==> src/rtl/wrm_pkg.sv <==
// Shared types and constants for the windowed event rate meter.
`default_nettype none

package wrm_pkg;

    // Fixed-point constants used when the window weights are built at elaboration
    localparam longint Q30_ONE    = 64'sd1 << 30;
    localparam longint TWO_PI_Q30 = 64'sd6746518852;

    localparam int COUNT_W = 16;
    localparam int RATE_W  = 16;
    localparam int TICK_W  = 32;

    typedef struct packed {
        logic accept;     // capture the request's tick
        logic update;     // advance or clear the ring for the captured tick
        logic rd_newest;  // read the newest bucket
        logic write_inc;  // write the incremented newest bucket back
        logic mac_start;  // clear accumulator, point at the oldest bucket
        logic mac_issue;  // read one bucket and its weight
        logic finish;     // round, saturate and load the result register
    } wrm_cmd_t;

    typedef struct packed {
        logic mac_last;   // current issue is the newest completed bucket
        logic mac_busy;   // products still in flight
        logic out_free;   // result register can take a value this cycle
    } wrm_status_t;

endpackage

`default_nettype wire

==> src/rtl/windowed_event_rate_meter_top.sv <==
// Top level of the Blackman-windowed event rate meter.
`default_nettype none

// Each request is one event carrying its bucket tick; each yields one rate result.
// The time from one acceptance to the next is set by the single read port
// of the bucket count memory, which feeds one multiply-accumulate per
// completed bucket. The result sits in an output register, so a new request
// is taken while the previous result still waits; a request finishes only
// once that register is free.
// Ticks are taken as non-decreasing; an earlier tick counts in the newest bucket.

module windowed_event_rate_meter_top
    import wrm_pkg::*;
#(
    parameter int BUCKETS          = 32,
    parameter int INTERVAL_SECONDS = 1,
    parameter int WEIGHT_BITS      = 16
) (
    input  wire logic              clk,
    input  wire logic              rst_n,
    input  wire logic              tick_valid,
    output logic                   tick_stall,
    input  wire logic [TICK_W-1:0] tick,
    output logic                   rate_valid,
    input  wire logic              rate_stall,
    output logic      [RATE_W-1:0] rate
);

    wrm_cmd_t    cmd;
    wrm_status_t status;

    wrm_ctrl u_ctrl (
        .clk        (clk),
        .rst_n      (rst_n),
        .tick_valid (tick_valid),
        .tick_stall (tick_stall),
        .cmd        (cmd),
        .status     (status)
    );

    wrm_datapath #(
        .BUCKETS          (BUCKETS),
        .INTERVAL_SECONDS (INTERVAL_SECONDS),
        .WEIGHT_BITS      (WEIGHT_BITS)
    ) u_dp (
        .clk        (clk),
        .rst_n      (rst_n),
        .tick       (tick),
        .cmd        (cmd),
        .status     (status),
        .rate       (rate),
        .rate_valid (rate_valid),
        .rate_stall (rate_stall)
    );

endmodule

`default_nettype wire

==> src/rtl/wrm_weight_rom.sv <==
// Blackman window weight table, built at elaboration, registered read.
`default_nettype none

module wrm_weight_rom
    import wrm_pkg::*;
#(
    parameter int BUCKETS     = 32,
    parameter int WEIGHT_BITS = 16
) (
    input  wire logic                       clk,
    input  wire logic [$clog2(BUCKETS)-1:0] idx,
    output logic      [WEIGHT_BITS-1:0]     weight
);

    localparam longint RING_LEN  = longint'(BUCKETS) + 64'sd1;
    localparam longint RING_LEN2 = 2 * RING_LEN;

    // cos(2*pi*a/den) in Q30 for angles in the first quadrant;
    // den is the ring length, or twice it when wide_den is set
    function automatic longint cos_quarter(input longint a, input bit wide_den);
        longint x;
        longint x2;
        longint t;
        if (wide_den)
            x = (TWO_PI_Q30 * a) / RING_LEN2;
        else
            x = (TWO_PI_Q30 * a) / RING_LEN;
        x2 = (x * x) / Q30_ONE;
        t  = Q30_ONE;
        t  = Q30_ONE - (x2 * t) / (Q30_ONE * 132);
        t  = Q30_ONE - (x2 * t) / (Q30_ONE * 90);
        t  = Q30_ONE - (x2 * t) / (Q30_ONE * 56);
        t  = Q30_ONE - (x2 * t) / (Q30_ONE * 30);
        t  = Q30_ONE - (x2 * t) / (Q30_ONE * 12);
        t  = Q30_ONE - (x2 * t) / (Q30_ONE * 2);
        return t;
    endfunction

    function automatic longint cos_turn(input longint k_in);
        longint k;
        k = k_in;
        if (2 * k > RING_LEN)
            k = RING_LEN - k;
        if (4 * k > RING_LEN)
            return -cos_quarter(RING_LEN - 2 * k, 1'b1);
        return cos_quarter(k, 1'b0);
    endfunction

    function automatic longint raw_weight(input int i);
        longint c;
        longint c2;
        longint c4;
        longint v;
        c  = cos_turn(longint'(i) + 64'sd1);
        c2 = (c * c) / Q30_ONE;
        c4 = 2 * c2 - Q30_ONE;
        v  = (42 * Q30_ONE - 50 * c + 8 * c4) / 100;
        if (v < 0)
            v = 0;
        return v;
    endfunction

    function automatic longint weight_total();
        longint s;
        s = 0;
        for (int i = 0; i < BUCKETS; i++)
            s = s + raw_weight(i);
        return s;
    endfunction

    localparam longint W_TOTAL = weight_total();
    localparam longint W_MAX   = (64'sd1 <<< WEIGHT_BITS) - 64'sd1;

    function automatic longint norm_weight(input int i);
        longint q;
        q = ((raw_weight(i) <<< WEIGHT_BITS) + W_TOTAL / 2) / W_TOTAL;
        if (q > W_MAX)
            q = W_MAX;
        return q;
    endfunction

    logic [WEIGHT_BITS-1:0] weight_tab [BUCKETS];

    for (genvar g = 0; g < BUCKETS; g++)
    begin : g_tab
        localparam longint WQ = norm_weight(g);
        assign weight_tab[g] = WQ[WEIGHT_BITS-1:0];
    end

    always_ff @(posedge clk)
    begin
        weight <= weight_tab[idx];
    end

endmodule

`default_nettype wire

==> src/rtl/wrm_datapath.sv <==
// Bucket ring, tick bookkeeping, multiply-accumulate and result register.
`default_nettype none

module wrm_datapath
    import wrm_pkg::*;
#(
    parameter int BUCKETS          = 32,
    parameter int INTERVAL_SECONDS = 1,
    parameter int WEIGHT_BITS      = 16
) (
    input  wire logic               clk,
    input  wire logic               rst_n,
    input  wire logic [TICK_W-1:0]  tick,
    input  wire wrm_cmd_t           cmd,
    output wrm_status_t             status,
    output logic      [RATE_W-1:0]  rate,
    output logic                    rate_valid,
    input  wire logic               rate_stall
);

    localparam int RING_LEN = BUCKETS + 1;
    localparam int SLOT_W   = $clog2(RING_LEN);
    localparam int OFF_W    = SLOT_W + 1;
    localparam int IDX_W    = $clog2(BUCKETS);
    localparam int PROD_W   = COUNT_W + WEIGHT_BITS;
    localparam int ACC_W    = PROD_W + IDX_W + 1;
    localparam int INC      = BUCKETS / INTERVAL_SECONDS;

    logic [TICK_W-1:0]   tick_reg;
    logic [TICK_W-1:0]   newest_tick_reg, newest_tick_next;
    logic                primed_reg, primed_next;
    logic [SLOT_W-1:0]   slot_reg, slot_next;
    logic [RING_LEN-1:0] valid_reg, valid_next;

    logic [COUNT_W-1:0]  ring_mem [RING_LEN];
    logic [COUNT_W-1:0]  rd_data_reg;
    logic                rd_valid_reg;
    logic [SLOT_W-1:0]   raddr;
    logic [COUNT_W-1:0]  rd_count;
    logic [COUNT_W:0]    inc_sum;
    logic [COUNT_W-1:0]  inc_sat;

    logic [IDX_W-1:0]    idx_reg, idx_next;
    logic [SLOT_W-1:0]   ptr_reg, ptr_next;
    logic                issue_d_reg;
    logic [PROD_W-1:0]   prod_reg;
    logic                prod_v_reg;
    logic [ACC_W-1:0]    acc_reg, acc_next;
    logic [WEIGHT_BITS-1:0] weight;

    logic [ACC_W-1:0]    rounded;
    logic [ACC_W-1:0]    shifted;
    logic [RATE_W-1:0]   rate_reg;
    logic                rate_valid_reg;

    logic [TICK_W-1:0]   delta;
    logic                ahead;
    logic                gap;
    logic [OFF_W-1:0]    step;
    logic [OFF_W-1:0]    slot_sum;
    logic [SLOT_W-1:0]   slot_after;
    logic [RING_LEN-1:0] retire_mask;

    wrm_weight_rom #(
        .BUCKETS     (BUCKETS),
        .WEIGHT_BITS (WEIGHT_BITS)
    ) u_rom (
        .clk    (clk),
        .idx    (idx_reg),
        .weight (weight)
    );

    // Tick movement and the span of buckets it retires
    assign ahead = tick_reg > newest_tick_reg;
    assign delta = tick_reg - newest_tick_reg;
    assign gap   = delta > TICK_W'(BUCKETS);
    assign step  = delta[OFF_W-1:0];

    assign slot_sum   = OFF_W'(slot_reg) + step;
    assign slot_after = (slot_sum >= OFF_W'(RING_LEN))
                        ? SLOT_W'(slot_sum - OFF_W'(RING_LEN))
                        : SLOT_W'(slot_sum);

    // Bucket j retires when it lies within step places after the newest
    always_comb
    begin
        logic [OFF_W-1:0] off;
        for (int j = 0; j < RING_LEN; j++)
        begin
            off = OFF_W'(j) + OFF_W'(RING_LEN) - OFF_W'(slot_reg) - OFF_W'(1);
            if (off >= OFF_W'(RING_LEN))
                off = off - OFF_W'(RING_LEN);
            retire_mask[j] = off < step;
        end
    end

    assign rd_count = rd_valid_reg ? rd_data_reg : '0;
    assign inc_sum  = {1'b0, rd_count} + (COUNT_W+1)'(INC);
    assign inc_sat  = inc_sum[COUNT_W] ? '1 : inc_sum[COUNT_W-1:0];

    always_comb
    begin
        newest_tick_next = newest_tick_reg;
        primed_next      = primed_reg;
        slot_next        = slot_reg;
        valid_next       = valid_reg;
        if (cmd.update)
        begin
            priority if (!primed_reg)
            begin
                valid_next       = '0;
                slot_next        = '0;
                primed_next      = 1'b1;
                newest_tick_next = tick_reg;
            end
            else if (ahead)
            begin
                if (gap)
                begin
                    valid_next = '0;
                    slot_next  = '0;
                end
                else
                begin
                    valid_next = valid_reg & ~retire_mask;
                    slot_next  = slot_after;
                end
                newest_tick_next = tick_reg;
            end
            else
            begin
                newest_tick_next = newest_tick_reg;
            end
        end
        else if (cmd.write_inc)
        begin
            valid_next[slot_reg] = 1'b1;
        end
    end

    always_ff @(posedge clk or negedge rst_n)
    begin
        if (!rst_n)
        begin
            newest_tick_reg <= '0;
            primed_reg      <= 1'b0;
            slot_reg        <= '0;
            valid_reg       <= '0;
        end
        else
        begin
            newest_tick_reg <= newest_tick_next;
            primed_reg      <= primed_next;
            slot_reg        <= slot_next;
            valid_reg       <= valid_next;
        end
    end

    always_ff @(posedge clk)
    begin
        if (cmd.accept)
            tick_reg <= tick;
    end

    // Count memory: one write port, one registered read port
    assign raddr = cmd.rd_newest ? slot_reg : ptr_reg;

    always_ff @(posedge clk)
    begin
        if (cmd.write_inc)
            ring_mem[slot_reg] <= inc_sat;
        rd_data_reg  <= ring_mem[raddr];
        rd_valid_reg <= valid_reg[raddr];
    end

    // Oldest completed bucket sits one place after the newest
    always_comb
    begin
        idx_next = idx_reg;
        ptr_next = ptr_reg;
        if (cmd.mac_start)
        begin
            idx_next = '0;
            ptr_next = (slot_reg == SLOT_W'(RING_LEN - 1)) ? '0 : slot_reg + SLOT_W'(1);
        end
        else if (cmd.mac_issue)
        begin
            idx_next = idx_reg + IDX_W'(1);
            ptr_next = (ptr_reg == SLOT_W'(RING_LEN - 1)) ? '0 : ptr_reg + SLOT_W'(1);
        end
    end

    always_comb
    begin
        acc_next = acc_reg;
        if (cmd.mac_start)
            acc_next = '0;
        else if (prod_v_reg)
            acc_next = acc_reg + ACC_W'(prod_reg);
    end

    always_ff @(posedge clk or negedge rst_n)
    begin
        if (!rst_n)
        begin
            issue_d_reg <= 1'b0;
            prod_v_reg  <= 1'b0;
        end
        else
        begin
            issue_d_reg <= cmd.mac_issue;
            prod_v_reg  <= issue_d_reg;
        end
    end

    always_ff @(posedge clk)
    begin
        idx_reg  <= idx_next;
        ptr_reg  <= ptr_next;
        prod_reg <= PROD_W'(rd_count) * PROD_W'(weight);
        acc_reg  <= acc_next;
    end

    assign rounded = acc_reg + (ACC_W'(1) << (WEIGHT_BITS - 1));
    assign shifted = rounded >> WEIGHT_BITS;

    always_ff @(posedge clk)
    begin
        if (cmd.finish)
            rate_reg <= (|shifted[ACC_W-WEIGHT_BITS-1:RATE_W]) ? '1 : shifted[RATE_W-1:0];
    end

    always_ff @(posedge clk or negedge rst_n)
    begin
        if (!rst_n)
            rate_valid_reg <= 1'b0;
        else if (cmd.finish)
            rate_valid_reg <= 1'b1;
        else if (!rate_stall)
            rate_valid_reg <= 1'b0;
    end

    assign rate       = rate_reg;
    assign rate_valid = rate_valid_reg;

    assign status.mac_last = idx_reg == IDX_W'(BUCKETS - 1);
    assign status.mac_busy = issue_d_reg | prod_v_reg;
    assign status.out_free = !rate_valid_reg || !rate_stall;

endmodule

`default_nettype wire

==> src/rtl/wrm_ctrl.sv <==
// Sequencer for one request: ring update, bucket increment, weighted sum.
`default_nettype none

module wrm_ctrl
    import wrm_pkg::*;
(
    input  wire logic        clk,
    input  wire logic        rst_n,
    input  wire logic        tick_valid,
    output logic             tick_stall,
    output wrm_cmd_t         cmd,
    input  wire wrm_status_t status
);

    typedef enum logic [6:0] {
        ST_IDLE  = 7'b0000001,
        ST_UPD   = 7'b0000010,
        ST_RD    = 7'b0000100,
        ST_INC   = 7'b0001000,
        ST_MAC   = 7'b0010000,
        ST_DRAIN = 7'b0100000,
        ST_FIN   = 7'b1000000
    } wrm_state_t;

    wrm_state_t state_reg, state_next;

    always_comb
    begin
        state_next = state_reg;
        cmd        = '0;
        unique case (state_reg)
            ST_IDLE:
            begin
                cmd.accept = tick_valid;
                if (tick_valid)
                    state_next = ST_UPD;
            end
            ST_UPD:
            begin
                cmd.update = 1'b1;
                state_next = ST_RD;
            end
            ST_RD:
            begin
                cmd.rd_newest = 1'b1;
                state_next    = ST_INC;
            end
            ST_INC:
            begin
                cmd.write_inc = 1'b1;
                cmd.mac_start = 1'b1;
                state_next    = ST_MAC;
            end
            ST_MAC:
            begin
                cmd.mac_issue = 1'b1;
                if (status.mac_last)
                    state_next = ST_DRAIN;
            end
            ST_DRAIN:
            begin
                if (!status.mac_busy)
                    state_next = ST_FIN;
            end
            ST_FIN:
            begin
                // hold the sum until the result register frees up
                if (status.out_free)
                begin
                    cmd.finish = 1'b1;
                    state_next = ST_IDLE;
                end
            end
            default:
            begin
                state_next = ST_IDLE;
            end
        endcase
    end

    always_ff @(posedge clk or negedge rst_n)
    begin
        if (!rst_n)
            state_reg <= ST_IDLE;
        else
            state_reg <= state_next;
    end

    assign tick_stall = state_reg != ST_IDLE;

endmodule

`default_nettype wire
==> config.mk <==
export PLATFORM = sky130hd
export DESIGN_NAME = windowed_event_rate_meter_top
export DESIGN_NICKNAME = d
export VERILOG_FILES = /design/src/rtl/wrm_pkg.sv /design/src/rtl/windowed_event_rate_meter_top.sv /design/src/rtl/wrm_weight_rom.sv /design/src/rtl/wrm_datapath.sv /design/src/rtl/wrm_ctrl.sv
export SDC_FILE = /design/constraint.sdc
export NUM_CORES = 2
export LEC_CHECK = 0
export BUFFER_PORTS_ARGS = -buffer_cell sky130_fd_sc_hd__buf_4
export CORE_MARGIN = 4
export CORE_UTILIZATION = 55
export CTS_BUF_LIST = sky130_fd_sc_hd__clkbuf_4
export CTS_CLUSTER_DIAMETER = 30
export DETAILED_ROUTE_END_ITERATION = 16
export PLACE_DENSITY = 0.69
export SYNTH_ARGS = -nofsm -noshare
export SYNTH_HDL_FRONTEND = slang
export SYNTH_HIERARCHICAL = 1
export SYNTH_SLANG_ARGS = --single-unit
==> constraint.sdc <==
create_clock -name clk -period 7.7 [get_ports clk]
set_clock_uncertainty 0.05 [all_clocks]
set_input_delay 1.925 -clock clk [delete_from_list [all_inputs] [get_ports clk]]
set_output_delay 1.925 -clock clk [all_outputs]
set_load 0.005 [all_outputs]
==> impl_metrics.json <==
{
  "grt_pass1_vias": 39600,
  "synth-edff-count": 582,
  "drt-total-wl_um": 144000,
  "setup_viol": 0,
  "clk_transition_reported_paths_ps": 60,
  "synth_top_flop_cell": "edfxtp_1",
  "rows": 113,
  "wl_per_cell_um": 21.9,
  "ys_warn_count": 6,
  "cts_hold_buf": 0,
  "relSlewSlack_pct": 13.6,
  "grt_usage_pct": 28.2,
  "postSynthAreaPerCell_um2": 10.6,
  "initial_utilization_pct": 55.5,
  "dp_hpwl_um": 96200,
  "yosysTopAreaCell": "edfxtp_1",
  "fill_cells": 7920,
  "timing.final.crit_period_ps": 7190,
  "hold_slack_ps": 313,
  "grt_pass1_wl_um": 225000,
  "ys_top_cells_by_area": "edfxtp_1 33%, ha_1 10%, fa_1 7.5%",
  "peakVddDrop_mv": 0.328,
  "grtUsageMet1_pct": 38.1,
  "final-hold-violation-count": 0,
  "ios": 54,
  "cts_sinks": 769,
  "via_per_inst": 6.14,
  "drtPass1Iterations": 6,
  "drt_iter0_markers": 4125,
  "cp.required_ps": 8550,
  "max_freq_ghz": 0.139,
  "antenna_found_initial": 3,
  "syn_area_mm2": 0.0528,
  "p_per_area_mw_per_mm2": 250,
  "drc_errors": 0,
  "area_growth_pct": 9.49,
  "tns_ps": 0,
  "io_buffers": 53,
  "startpoint_type": "flip-flop",
  "rsz0062_at_grt": "no",
  "synth_commonest_cells": "582 x edfxtp_1, 578 x nand2_1, 427 x ha_1, 365 x nor2_1, 332 x inv_1",
  "worstMarginPinSlew_ps": 1260,
  "worst-setup-path-type": "flip-flop to flip-flop",
  "grt_max_degree": 132,
  "hold_class": "flip-flop to flip-flop",
  "end_kind": "flip-flop",
  "drive_gt1_share_pct": 13.2,
  "place_congestion": 0.956,
  "p_leak_nw": 23.8,
  "die-area_mm2": 0.101,
  "synth_top_area_share_pct": 33.1,
  "fp.dieW_um": 318,
  "cts_max_path_buffers": 3,
  "use_met2_pct": 45.1,
  "status": "finished, final reports clean",
  "postCtsSetupRepairBufs": 0,
  "cts_tree": "done",
  "num_vias": 40300,
  "h-tree-depth": 4,
  "grt-busiest-layer": "met2",
  "ys_seq_area_share_pct": 41.0,
  "layout.nets": 5797,
  "arrival_ps": 8040,
  "use_met3_pct": 5.32,
  "overflow": 0,
  "cap_violations": 0,
  "drv_slew": 0,
  "drtAntennaViolNets": 0,
  "largest_reg_flops": 528,
  "ys_ff_latch": 769,
  "crit_fanout": 38,
  "die_y_um": 318,
  "synthCells": 4994,
  "async_flop_share_pct": 10.7,
  "post-route-util_pct": 60.7,
  "synth.most_common_cell": "edfxtp_1",
  "period_share_pct": 93.3,
  "clk_latency_ps": 1090,
  "coreArea_mm2": 0.0952,
  "cts_made_buffers": 206,
  "ys_types": 94,
  "clockRootBuffer": "clkbuf_4"
}
power by group:
| part | switching [W] | internal (W) | leakage [nW] |
|---|---|---|---|
| clock network | 0.00176 | 0.00205 | 1.63 |
| registers | 0.000206 | 0.00473 | 7.30 |
| logic | 0.00357 | 0.00214 | 14.9 |
metrics by stage:
step | std cells | setup slack, ps | cell area [um2] | power [W]
after CTS | 6560 | 461 | 57800 | 0.0145
after global placement | 6194 | 622 | 55000 | 0.0105
after global routing | 6566 | 45.1 | 57800 | 0.0155
after floorplan | 4996 | 1130 | 52800 | 0.00890
after detailed placement | 6194 | 531 | 55000 | 0.0106
final | 6566 | 514 | 57800 | 0.0145
cell usage in the layout, fill, tap and decap left out, types with 24 or more instances in the layout:
cell,count
edfxtp_1,582
nand2_1,578
ha_1,427
nor2_1,365
inv_1,331
clkbuf_4,274
a21oi_1,261
xnor2_1,233
o21ai_0,227
fa_1,197
buf_4,173
and3_1,154
mux4_2,137
nand3_1,131
dfxtp_1,104
a21o_1,86
dfrtp_1,77
xor2_1,60
a31oi_1,57
nor3_1,54
clkinv_1,52
nor2b_1,50
nand4_1,49
mux2i_1,42
a211oi_1,41
and2_1,36
nand2b_1,34
o22ai_1,34
o21a_1,31
o31ai_1,26
a21boi_0,24
per-layer routing:
metal | part of all wire (%) | up-vias
met5 | 0.028 | -
met4 | 4.2 | 2
met3 | 9.1 | 357
met2 | 46 | 1910
met1 | 40 | 19600
li1 | - | 18400
worst max-delay path, stage by stage (launching register included):
cell	delay (ps)
dfxtp_2	670
and2_1	520
nand2_1	150
fa_1	550
inv_1	50
fa_1	500
inv_1	50
fa_1	490
fa_1	530
fa_1	520
fa_1	540
inv_1	40
ha_1	350
a21o_1	180
a21oi_1	190
o21ai_0	140
a211oi_1	530
o21ai_0	260
a41oi_1	310
a21oi_1	150
mux2i_1	160
nand3_1	70
final cells by class:
type	instances	area (um2)	area share [%]
Timing Repair Buffer	179	1420	2.45
Tap cell	1265	1580	2.74
Sequential cell	769	21600	37.4
Clock inverter	92	742	1.28
Inverter	337	1260	2.19
Antenna cell	6	15.0	0.0260
Clock buffer	274	2060	3.56
Multi-Input combinational cell	3644	29100	50.3
path summary, 6_finish.rpt:
check                                           start                         endpoint  slack, ps  cells after the start
min in group asynchronous                       rst_n   u_dp/valid_reg[24]$_DFFE_PN0P_        740                      1
hold / removal             u_dp/issue_d_reg$_DFF_PN0_        u_dp/prod_v_reg$_DFF_PN0_        310                      0
max in group asynchronous                       rst_n  u_ctrl/state_reg[5]$_DFFE_PN0P_       5650                      2
setup reg to reg            u_dp/rd_valid_reg$_DFF_P_        u_dp/prod_reg[30]$_DFF_P_        510                     21
setup / recovery            u_dp/rd_valid_reg$_DFF_P_        u_dp/prod_reg[30]$_DFF_P_        510                     21
hold reg to reg            u_dp/issue_d_reg$_DFF_PN0_        u_dp/prod_v_reg$_DFF_PN0_        310                      0
what timing repair did:
item / CTS / global route
endpoints found under the setup margin: 0 / 1
hold endpoints to repair: 0 / 0
gates resized for setup: 0 / 1
cells by family after synthesis:
| logic type | after synthesis | share of synthesized area [%] |
|---|---|---|
| AO/OA/AOI/OAI | 976 | 11.7 |
| XOR/XNOR | 296 | 4.91 |
| adder cells (fa/ha/maj) | 624 | 17.6 |
| buffers and inverters | 583 | 4.23 |
| flip-flops | 769 | 41.0 |
| multiplexers | 191 | 6.88 |
| other | 1 | 0.00710 |
| AND/OR/NAND/NOR | 1554 | 13.7 |
No activity file was read; power rests on OpenSTA's default activity.
